==> src/rtl/core/fsf_pkg.sv <==
package fsf_pkg;

	localparam int MAX_TAPS       = 256;
	localparam int COEF_FRAC_BITS = 15;
	localparam int SAMPLE_W       = 16;
	localparam int IDX_W          = $clog2(MAX_TAPS);
	localparam int ACC_W          = 2 * SAMPLE_W + IDX_W;
	localparam int TAP_CNT_W      = 9;
	localparam int APB_DATA_W     = 32;
	localparam int APB_ADDR_W     = 3;

	localparam logic [TAP_CNT_W-1:0] TAP_COUNT_RESET = TAP_CNT_W'(256);

	localparam logic signed [SAMPLE_W-1:0] SAT_MAX = 16'sd32767;
	localparam logic signed [SAMPLE_W-1:0] SAT_MIN = -16'sd32768;

	// Request codes carried in req_type.
	localparam logic REQ_SAMPLE = 1'b0;
	localparam logic REQ_COEF   = 1'b1;

	// Register word index, taken from paddr[2].
	localparam logic REG_TAP_COUNT = 1'b0;

	typedef enum logic [1:0] {
		ST_IDLE,
		ST_RUN,
		ST_FLUSH,
		ST_FINISH
	} state_t;

	typedef struct packed {
		logic signed [SAMPLE_W-1:0] left;
		logic signed [SAMPLE_W-1:0] right;
	} hist_t;

	typedef struct packed {
		hist_t                      hist;
		logic signed [SAMPLE_W-1:0] coef;
	} cell_data_t;

	typedef struct packed {
		logic shift;
		logic rotate;
	} cell_ctrl_t;

	typedef struct packed {
		logic clear;
		logic tap_en;
	} mac_ctrl_t;

endpackage

==> src/rtl/core/fsf_cell.sv <==
module fsf_cell (
	input  logic                              clk,
	input  logic                              arst_n,
	input  fsf_pkg::cell_ctrl_t               ctrl,
	input  fsf_pkg::hist_t                    shift_in,
	input  fsf_pkg::cell_data_t               rot_in,
	input  logic                              coef_we,
	input  logic signed [fsf_pkg::SAMPLE_W-1:0] coef_wdata,
	output fsf_pkg::cell_data_t               data
);
	import fsf_pkg::*;

	hist_t                      hist_q;
	logic signed [SAMPLE_W-1:0] coef_q;

	// Delay line entry: a new sample pushes the line one place back, a
	// rotation step moves it one place forward toward the MAC.
	always_ff @(posedge clk or negedge arst_n) begin
		if (!arst_n) begin
			hist_q <= '0;
		end else if (ctrl.shift) begin
			hist_q <= shift_in;
		end else if (ctrl.rotate) begin
			hist_q <= rot_in.hist;
		end
	end

	// The coefficient rotates along with its sample so the pairs stay aligned.
	always_ff @(posedge clk) begin
		if (coef_we) begin
			coef_q <= coef_wdata;
		end else if (ctrl.rotate) begin
			coef_q <= rot_in.coef;
		end
	end

	assign data.hist = hist_q;
	assign data.coef = coef_q;

endmodule

==> config.mk <==
export PLATFORM = sky130hd
export DESIGN_NAME = fsf_cell
export DESIGN_NICKNAME = d
export VERILOG_FILES = /design/src/rtl/core/fsf_pkg.sv /design/src/rtl/core/fsf_cell.sv
export SDC_FILE = /design/constraint.sdc
export NUM_CORES = 1
export LEC_CHECK = 0
export ABC_AREA = 1
export ABC_CLOCK_PERIOD_IN_PS = 800
export BUFFER_PORTS_ARGS = -buffer_cell sky130_fd_sc_hd__buf_4
export CORE_MARGIN = 2
export CORE_UTILIZATION = 31
export DETAILED_ROUTE_END_ITERATION = 10
export GPL_ROUTABILITY_DRIVEN = 0
export PLACE_DENSITY = 0.72
export SLEW_MARGIN = 40
export SYNTH_ARGS = -nofsm -noshare
export SYNTH_HDL_FRONTEND = slang
export SYNTH_SLANG_ARGS = --single-unit
==> constraint.sdc <==
create_clock -name clk -period 0.8 [get_ports clk]
set_input_delay 0.16 -clock clk [delete_from_list [all_inputs] [get_ports clk]]
set_output_delay 0.16 -clock clk [all_outputs]
set_load 0.005 [all_outputs]
Word level (Yosys, flattened, before mapping)
Index checks and enable logic that the tools add are counted.
{"block": "op_classes", "add_sub_neg": 0, "mul": 0, "div": 0, "magnitude_cmp": 0, "n_eq_ne": 0, "shifts": 0, "n_mux": 4, "bitwise": 0, "n_reduce_logical": 2}
{"op": "two-way mux 32 bit", "n": 2}
{"op": "two-way mux 16 bit", "n": 2}
{"op": "nonzero test 2 bit", "n": 2}
{"block": "totals", "regBits": 48, "latch_bits": 0, "ram_bits": 0, "mem_bits_ro": 0, "input_bits": 101, "out_inout_bits": 48, "word_cells": 9, "memories": 0}

Logic depth before layout (Yosys ltp)
{"block": "logic_depth", "word_depth": 2, "mapped_depth": 5, "mapped_depth_nobuf": 3}

Least setup slack after synthesis
Ideal clock, no wire load.
{"block": "synth_path", "path_kind": "input -> register", "startpoint": "input port coef_we", "endpoint": "register coef_q[0], enable pin", "setup_time_ps": 291, "t_arrival_ps": 729, "t_required_ps": 509, "setup_slack_ps": -219, "stages": 2, "path_buffers": 1, "cell_sequence": "buf_2 > or2_2"}
{"block": "synth_between", "elab_chain_cells": 1}
{"element": "from (decl)", "line": "fsf_cell.sv:7", "source": "input logic coef_we,"}
{"element": "nonzero test 2 bit (no line)"}
{"element": "to (signal assigned)", "line": "fsf_cell.sv:31", "source": "coef_q <= coef_wdata;"}
{"element": "to (signal assigned)", "line": "fsf_cell.sv:33", "source": "coef_q <= rot_in.coef;"}
{"element": "to (decl)", "line": "fsf_cell.sv:14", "source": "logic signed [SAMPLE_W-1:0] coef_q;"}
No other way between the ends.
A chain may end at the register's enable or synchronous reset.

Worst setup path after layout
{"block": "layout_path", "startpoint": "register coef_q[15]", "endpoint": "output port data[15] in the netlist's numbering"}
{"element": "to (decl)", "line": "fsf_cell.sv:9", "source": "output fsf_pkg::cell_data_t data"}
No word-level cell between the ends.

==> results.cfg <==
[drt]
vias = 2321
drt_wl_total_um = 6680
drt-vias-per-instance = 4.56
postRouteAntennaNets = 0
drc = 0
avgRoutedWirePerCell_um = 13.1
dr.pass1.iters = 4
drt-initial-drc-count = 77

[timing]
final-hold-violation-count = 0
maxSlewViolCount = 0
setup_ws_ps = -192
finClkSkew_ps = 0
min_period_ps = 992
fmax_mhz = 1010
rsz0062_at_grt = yes
relSlewSlack = 0.721
worst_pin_slew_ps = 419
fin_crit_sh = 1.24
setup_violations = 49

[worst_hold_path]
hold_depth = 3
hp-class = in -> reg

[synthesis]
ys_seq_elements = 48
synth_cell_type_count = 10
synth.avg_cell_area_um2 = 8.90
seq_area_frac_synth = 0.587
syn_inst = 245
synth_warnings = 0
syn_area_um2 = 2180
syn_nets = 346

[clocking]
ctsHtreeMaxLevel = 2
clock_sinks = 48
tritoncts = done
clk_latency_ps = 290
clockBufferDepth = 2
root_buffer = clkbuf_8
cts_made_buffers = 5
clkTransAtPathRegs_ps = 90

[global_route]
grt_antenna_before_repair = 0
gr-total-overflow = 0
track_usage = 0.169
grt_max_degree = 33
grt_pass1_vias = 2276
grt_pass1_wl_um = 10200

[floorplanning]
io_pins = 149
die_area_um2 = 7720
rows = 30
initial_utilization = 0.321
dieHeight_um = 87.9
core_um2 = 6790
die_x_um = 87.9

[power_and_ir_drop]
power.density_nw_per_um2 = 1540
vdd_drop_max_mv = 0.689
p_leak_nw = 1.98

[final_layout]
antenna_cells = 0
final_cell_mix = buf_4, nand2_1, nand3_1
area_growth_pct = 75.3
instances_no_fill = 509
final_core_util = 0.563
drive_gt1_frac = 0.475
final_common_cell = buf_4
nets = 513
final_cell_area_um2 = 3820

[placement]
hpwl_um = 4970
dp_slack_ps = -117
portBuffers = 148
dp_cells = 487
place_area_um2 = 3450

[worst_setup_path]
max_stage_delay_ps = 400
cp_top_family = flip-flops
cp.arrival_ps = 830
critPathKind = reg -> out
r2r_cells = 4
path_buf_inv = 1
crit_slowest_cell = edfxtp_1
crit_chain = buf_6
required_ps = 640
start_kind = register
endpoint_kind = output port
path_max_fanout = 1
worst-path-stages = 1

[outcome]
violations = negative setup slack
outcome = complete, but fails checks

[job]
max_cap_viol_count = 0
==> synthesized netlist by cell type <==
cell type  count  area share
nand3_1       64        0.15
dfrtp_1       32        0.37
buf_4          6       0.021
or2_2          1      0.0029
edfxtp_1      16        0.22
buf_2          7       0.016
buf_6          4       0.021
nand2_1      112        0.19
inv_2          2      0.0034
nor2_8         1      0.0092
==> cells by family after synthesis <==
| kind of cell | Yosys count | share of synthesized area |
|---|---|---|
| simple gates | 178 | 0.352 |
| flops | 48 | 0.587 |
| buf+inv | 19 | 0.0608 |
==> report_power, final <==
group | internal, mW | leakage (nW) | total, mW | switching, mW
registers | 2.80 | 0.553 | 2.94 | 0.141
logic | 0.986 | 1.38 | 1.54 | 0.557
clock network | 0.595 | 0.0453 | 1.39 | 0.794
total | 4.38 | 1.98 | 5.87 | 1.49
==> through the flow <==
step | hold WS [ps] | TNS, ps | power (mW)
CTS | 69.4 | -8930 | 5.86
finish | 76.8 | -8240 | 5.87
global route | 71.9 | -10030 | 6.18
global placement | 118 | -4300 | 4.26
floorplan | -136 | -911 | 3.37
detailed placement | 127 | -4920 | 4.29
==> final cells by class <==
type | count | area [µm²]
fillers | 628 | 2970
repair buffers | 177 | 1530
flip-flops and latches | 48 | 1280
multi-input cells | 178 | 805
well taps | 96 | 120
clock buffers | 5 | 68.8
clock inverters | 3 | 13.8
inverters | 2 | 7.51
==> final timing paths <==
| path | endpoint | slack, ps | startpoint |
|---|---|---|---|
| hold reg to reg | data[46] | 510 | data[46] |
| min in group asynchronous | data[32] | 350 | arst_n |
| setup reg to reg | data[44] | -50 | data[44] |
| setup / recovery | data[15] | -190 | coef_q[15] |
| max in group asynchronous | data[39] | 150 | arst_n |
| hold / removal | data[47] | 80 | shift_in[31] |
==> sequential cells by signal, summed over array words and instances (netlist names) <==
signal and count:
coef_q 16, data 32
==> metal layers <==
layer | GRT usage | share of wire
met1 | 0.192 | 0.39
met2 | 0.309 | 0.52
met3 | 0.0452 | 0.074
met4 | 0.0490 | 0.012
met5 | 0 | 0
==> what timing repair did <==
action / 4_1_cts / 5_1_grt
resized for setup: 34 / 14
setup buffers: 8 / 7
setup endpoints to repair: 48 / 51
endpoints found under the hold margin: 32 / 0
pin swaps: 0 / 3
hold buffers: 1 / 0
Note: power is estimated with default switching activity, not from simulation.
