--- src/rtl/core/fsf_pkg.sv ---
package fsf_pkg;

	localparam int MAX_TAPS       = 256;
	localparam int COEF_FRAC_BITS = 15;
	localparam int SAMPLE_W       = 16;
	localparam int IDX_W          = $clog2(MAX_TAPS);
	localparam int ACC_W          = 2 * SAMPLE_W + IDX_W;
	localparam int TAP_CNT_W      = 9;
	localparam int APB_DATA_W     = 32;
	localparam int APB_ADDR_W     = 3;

	localparam logic [TAP_CNT_W-1:0] TAP_COUNT_RESET = TAP_CNT_W'(256);

	localparam logic signed [SAMPLE_W-1:0] SAT_MAX = 16'sd32767;
	localparam logic signed [SAMPLE_W-1:0] SAT_MIN = -16'sd32768;

	// Request codes carried in req_type.
	localparam logic REQ_SAMPLE = 1'b0;
	localparam logic REQ_COEF   = 1'b1;

	// Register word index, taken from paddr[2].
	localparam logic REG_TAP_COUNT = 1'b0;

	typedef enum logic [1:0] {
		ST_IDLE,
		ST_RUN,
		ST_FLUSH,
		ST_FINISH
	} state_t;

	typedef struct packed {
		logic signed [SAMPLE_W-1:0] left;
		logic signed [SAMPLE_W-1:0] right;
	} hist_t;

	typedef struct packed {
		hist_t                      hist;
		logic signed [SAMPLE_W-1:0] coef;
	} cell_data_t;

	typedef struct packed {
		logic shift;
		logic rotate;
	} cell_ctrl_t;

	typedef struct packed {
		logic clear;
		logic tap_en;
	} mac_ctrl_t;

endpackage

--- src/rtl/core/fsf_mac.sv ---
module fsf_mac (
	input  logic                                clk,
	input  logic                                arst_n,
	input  fsf_pkg::mac_ctrl_t                  ctrl,
	input  logic signed [fsf_pkg::SAMPLE_W-1:0] sample,
	input  logic signed [fsf_pkg::SAMPLE_W-1:0] coef,
	output logic signed [fsf_pkg::SAMPLE_W-1:0] result
);
	import fsf_pkg::*;

	logic signed [2*SAMPLE_W-1:0] prod_s1;
	logic                         en_s1;
	logic signed [ACC_W-1:0]      acc_q;
	logic signed [ACC_W-1:0]      biased;
	logic signed [ACC_W-1:0]      quot;

	always_ff @(posedge clk) begin
		prod_s1 <= (2*SAMPLE_W)'(sample) * (2*SAMPLE_W)'(coef);
	end

	always_ff @(posedge clk or negedge arst_n) begin
		if (!arst_n) begin
			en_s1 <= 1'b0;
			acc_q <= '0;
		end else begin
			en_s1 <= ctrl.tap_en;
			if (ctrl.clear) begin
				acc_q <= '0;
			end else if (en_s1) begin
				acc_q <= acc_q + ACC_W'(prod_s1);
			end
		end
	end

	// Shift with truncation toward zero: negative sums get a bias of one
	// less than the divisor before the arithmetic shift.
	always_comb begin
		biased = acc_q;
		if (acc_q < 0) begin
			biased = acc_q + ACC_W'((64'd1 << COEF_FRAC_BITS) - 64'd1);
		end
		quot = biased >>> COEF_FRAC_BITS;
		if (quot > ACC_W'(SAT_MAX)) begin
			result = SAT_MAX;
		end else if (quot < ACC_W'(SAT_MIN)) begin
			result = SAT_MIN;
		end else begin
			result = quot[SAMPLE_W-1:0];
		end
	end

endmodule

--- config.mk ---
export PLATFORM = sky130hd
export DESIGN_NAME = fsf_mac
export DESIGN_NICKNAME = d
export VERILOG_FILES = /design/src/rtl/core/fsf_pkg.sv /design/src/rtl/core/fsf_mac.sv
export SDC_FILE = /design/constraint.sdc
export NUM_CORES = 1
export LEC_CHECK = 0
export BUFFER_PORTS_ARGS = -buffer_cell sky130_fd_sc_hd__buf_2
export CORE_ASPECT_RATIO = 1.25
export CORE_MARGIN = 3
export CORE_UTILIZATION = 35
export DETAILED_ROUTE_END_ITERATION = 7
export PLACE_DENSITY = 0.6
export RECOVER_POWER = 25
export SLEW_MARGIN = 25
export SYNTH_ARGS = -nofsm -noshare
export SYNTH_HDL_FRONTEND = slang
export SYNTH_SLANG_ARGS = --single-unit
--- constraint.sdc ---
create_clock -name clk -period 8.03 [get_ports clk]
set_clock_uncertainty 0.2 [all_clocks]
set_input_delay 1.2045 -clock clk [delete_from_list [all_inputs] [get_ports clk]]
set_output_delay 1.2045 -clock clk [all_outputs]
set_load 0.005 [all_outputs]
* Word level (Yosys, flattened, before mapping)
Cells that the tools add are included.
** Operators by class
- $mul :: 1
- $add $sub $neg :: 2
- Muxes and demuxes :: 5
- Reduce and logical (&&, ||, !) cells :: 1
- Order comparisons :: 3
** Operators with widths (number)
- $mux 40 :: 3
- $add 40x15->40 const B :: 1
- $add 40x32->40 :: 1
- $lt 40x1->1 const B :: 1
- $mul 16x16->32 :: 1
- $mux 16 :: 2
- $gt 25x16->1 const B :: 1
- $lt 25x16->1 const B :: 1
- $reduce_bool 2->1 :: 1
** Storage, ports and cells
- Bits of input ports :: 36
- Output and inout bits :: 16
- Logic and storage cells :: 15
- Bits in registers :: 73

* Depth between registers and ports, before layout
- Depth after elaboration :: 5
- Depth in mapped cells :: 24
- Depth with buffers taken out :: 23

* Worst setup path after synthesis
No wires, ideal clock.
- Path type :: input -> register
- From :: in sample[15] in the netlist's numbering
- To :: reg prod_s1[30]
- Path slack :: 0.928 ns
- Data required time :: 7.758 ns
- Setup time :: 0.072 ns
- Path buffers :: 1
- Stages :: 22
- Arrival time :: 6.830 ns
- Cells stage by stage :: clkbuf_1 -> and2_1 -> fa_1 -> inv_1 -> fa_1 -> inv_1 -> fa_1 -> fa_1 -> fa_1 -> inv_1 -> fa_1 -> inv_1 -> ha_1 -> and4_1 -> and3_1 -> inv_1 -> o21ai_0 -> a21oi_1 -> a21oi_1 -> a211o_1 -> a21oi_1 -> xnor2_1
** On the way
- Cells in the longest elaborated chain, start to end :: 1
** Ends and longest elaborated chain
- start: declaration :: RTL line fsf_mac.sv:5 : input logic signed [fsf_pkg::SAMPLE_W-1:0] sample,
- $mul 16x16->32 :: RTL line fsf_mac.sv:18 : prod_s1 <= (2*SAMPLE_W)'(sample) * (2*SAMPLE_W)'(coef);
- end signal: assignment :: RTL line fsf_mac.sv:18
- end: declaration :: RTL line fsf_mac.sv:11 : logic signed [2*SAMPLE_W-1:0] prod_s1;
Every way passes these cells.
A chain may end at the register's enable or synchronous reset.

* Final worst setup path
- From :: in coef[1] in the netlist's numbering
- To :: reg prod_s1[30]
** On the way
- Cells in the longest elaborated chain, start to end :: 1
** Ends and longest elaborated chain
- start: declaration :: RTL line fsf_mac.sv:6 : input logic signed [fsf_pkg::SAMPLE_W-1:0] coef,
- $mul 16x16->32 :: RTL line fsf_mac.sv:18
Every way passes these cells.

==> metrics.md <==
| Metric | Value |
|---|---|
| Max frequency | about 140 MHz |
| Antenna violations before repair | 0 |
| Cell with the most instances after synthesis | inv_1 |
| Detailed Routing Iterations Pass 1 | 5 |
| Via density | 4.899 |
| Die Span X | 189.0 um |
| Share of cells above drive strength 1 | 0.05613 |
| Post-synth top flop | dfrtp_1 |
| Post-CTS Resized | 0 |
| Syn_nets | about 2.1k |
| # DRC | 0 |
| Minimum clock period | roughly 7.3 ns |
| Worst path max stage delay | roughly 0.54 ns |
| GRT Residual Overflow | 0 |
| YS warnings | 0 |
| Die area | ~44,000 um2 |
| Placer Congestion | slightly below 0.9 |
| Cell variety after synth | 76 |
| Clk slew on worst S/H paths | about 0.06 ns |
| Status | complete, but fails checks |
| Synth Register Bits | between 70 and 80 |
| Row Count | 83 |
| Crit path required time | a little over 8 ns |
| Mapped Cells | 1,637 |
| Avg Synthesized Cell Area | 8.951 um2 |
| Violated checks | max-capacitance violations, max-slew violations |
| CP max-delay cell | fa_1 |
| Die Y | ~230 um |
| Worst EP arrival | roughly 7.3 ns |
| Vias in the first global route | 11.60k |
| Critical Path Source | coef[1] |
| Worst-Margin Slew | around 2.4 ns |
| Layout area overhead | 7.377% |
| Largest net degree at the start of global routing | between 40 and 50 |
| Clock tree sinks | 73 |
| Hold_buf cts | 0 |
| Vias | between 10k and 15k |
| Seq/Total Area, Yosys | 0.1137 |
| Routed wire per std cell | 15.20 um |
| PortBufs | 51 |
| Iter 0 DRT Violations | approximately 530 |
| Nets | approximately 2.1k |
| Max-cap viol count | 1 |
| Clk buf depth | 2 |
| Initial Utilization | 0.3554 |
| Synth area leaders | fa_1, ha_1, inv_1 |
| Cts bufs inserted | 9 |
| Final setup violation count | 0 |
| Post-synth ARST share | 0.5616 |
| WL final | 33.59 mm |
| Placed Cells | approximately 2.2k |
| Cell family with most CP delay | adder cells |
| CTS H-tree lvls | 3 |
| Skew-Pair Late Insertion Delay | between 0.3 and 0.4 ns |
| Final Hold Fails | 0 |
| RSZ-0062 raised after global routing | no |
| CTS tree | yes |
| Filler cells | 4,190 |
| Setup crit start kind | input port |
| Yosys top cell area share | 0.3593 |
| Post-CTS Setup Bufs | 0 |
| Crit. End Element | flop |
| Worst Path Buf+Inv | 7 |
| First-pass GRT wire length | 57.68 mm |
| ANT cells | 0 |
| Setup TNS | 0 ns |
| Final ANT Viol Nets | 0 |
| Ranking of synthesized cells by instance count | inv_1, fa_1, nand2_1, ha_1, and2_1 |
| Slew Limit Fails | 42 |
| Post-route insts no fill | 2,209 |
| Cell Chain, Critical Path | buf_2 -> nand2_1 -> inv_1 -> fa_1 -> inv_1 -> fa_1 -> inv_1 -> fa_1 -> fa_1 -> fa_1 -> inv_1 -> fa_1 -> inv_1 -> ha_1 -> and4_1 -> and3_1 -> inv_1 -> o21ai_0 -> a21oi_1 -> a21oi_1 -> a211o_1 -> a21oi_1 -> xnor2_1 |
| Post-synth EDFFs | 0 |
| Place WS | about 0.34 ns |
| Final period util | 0.9037 |
| Worst rel slew slack | -0.6075 |
| Post-route worst setup slack | 0.7731 ns |
| Largest area contributor in the netlist | fa_1 |
| Worst r2r src | acc_q[0]$_DFFE_PN0P_ |
| Core ar. | 41,230 um2 |
| HP Start | acc_q[9]$_DFFE_PN0P_ |
| Total GRT Usage | 0.1562 |
| Total I/O pin count | 52 |
| CP Class | input port to flop |
| Clock root buffer | clkbuf_16 |
| Hold Path Class | flop to flop |
| Netlist Area Pre-Place | 14,650 um2 |
| Post-DP HPWL | about 28 mm |
| Worst Path Max Fanout | 16 |
[cells by family (layout without fill, tap and decap cells)]
group,count (synthesis),after routing,synth area share
AOI/OAI and AO/OA,223,223,0.1025
xor gates and xnor gates,74,74,0.04423
adders and majority gates,384,384,0.4626
buffers and inverters,382,402,0.09845
DFF,73,73,0.1137
muxes,21,21,0.01443
and+or+nand+nor,480,480,0.1640
[metal layers]
metal,vias to the layer above,GRT usage,share of wire
li1,5179,-,-
met1,5412,0.2142,0.47
met2,203,0.2712,0.48
met3,28,0.01074,0.033
met4,0,0.03477,0.013
met5,-,0,0
[per-stage QoR]
stage          hold WS, ns  instance area (um2)  utilization
2_1_floorplan       0.3070                14650            -
3_3_place_gp        0.3276                15430       0.3742
3_5_place_dp        0.3395                15430       0.3742
4_1_cts             0.3522                15740       0.3817
5_1_grt             0.3959                15730       0.3816
6_report            0.3497                15730       0.3816
[sequential cells by signal (all words and copies together) (netlist names)]
signal   cells
acc_q       40
en_s1        1
prod_s1     32
[worst paths after layout]
kind / endpoint / slack [ns] / depth (start not counted)
max in group asynchronous: en_s1$_DFF_PN0_ / 4.58 / 2
hold reg to reg: acc_q[9]$_DFFE_PN0P_ / 0.35 / 2
min in group asynchronous: acc_q[5]$_DFFE_PN0P_ / 1.48 / 2
setup reg to reg: acc_q[24]$_DFFE_PN0P_ / 4.74 / 11
hold / removal: acc_q[9]$_DFFE_PN0P_ / 0.35 / 2
setup / recovery: prod_s1[30]$_DFF_P_ / 0.77 / 23
[tightest hold or removal path, stage by stage (launching register included)]
cell and delay, ns:
dfrtp_1 0.37, a21oi_1 0.07, nor2_1 0.07
[cells in the final DEF, fill, tap and decap left out, drive strengths merged, types with 14 or more instances in the layout]
| cell | instances |
|---|---|
| buf | 52 |
| xnor2 | 50 |
| dfrtp | 41 |
| nor2 | 72 |
| inv | 334 |
| fa | 263 |
| and3 | 14 |
| a21oi | 67 |
| nand4 | 15 |
| o21bai | 14 |
| xor2 | 24 |
| a21o | 19 |
| dfxtp | 32 |
| nand3 | 21 |
| ha | 121 |
| and2 | 119 |
| a211oi | 15 |
| nand2 | 173 |
| nor3 | 17 |
| o21ai | 43 |
| mux2i | 20 |
[cell type report]
type                       instances  area (um2)  share of cell area
multi-input combinational       1182       11540              0.7337
clock inverter                     6       73.82            0.004692
inverter                         332        1246             0.07921
clock buffer                      10       239.0             0.01519
tap                              552       690.7             0.04390
sequential                        73        1668              0.1060
timing repair buffer              54       272.8             0.01734
Power is not shown: default switching activity piles up to over one toggle a cycle in this logic, so the estimate is an artifact.
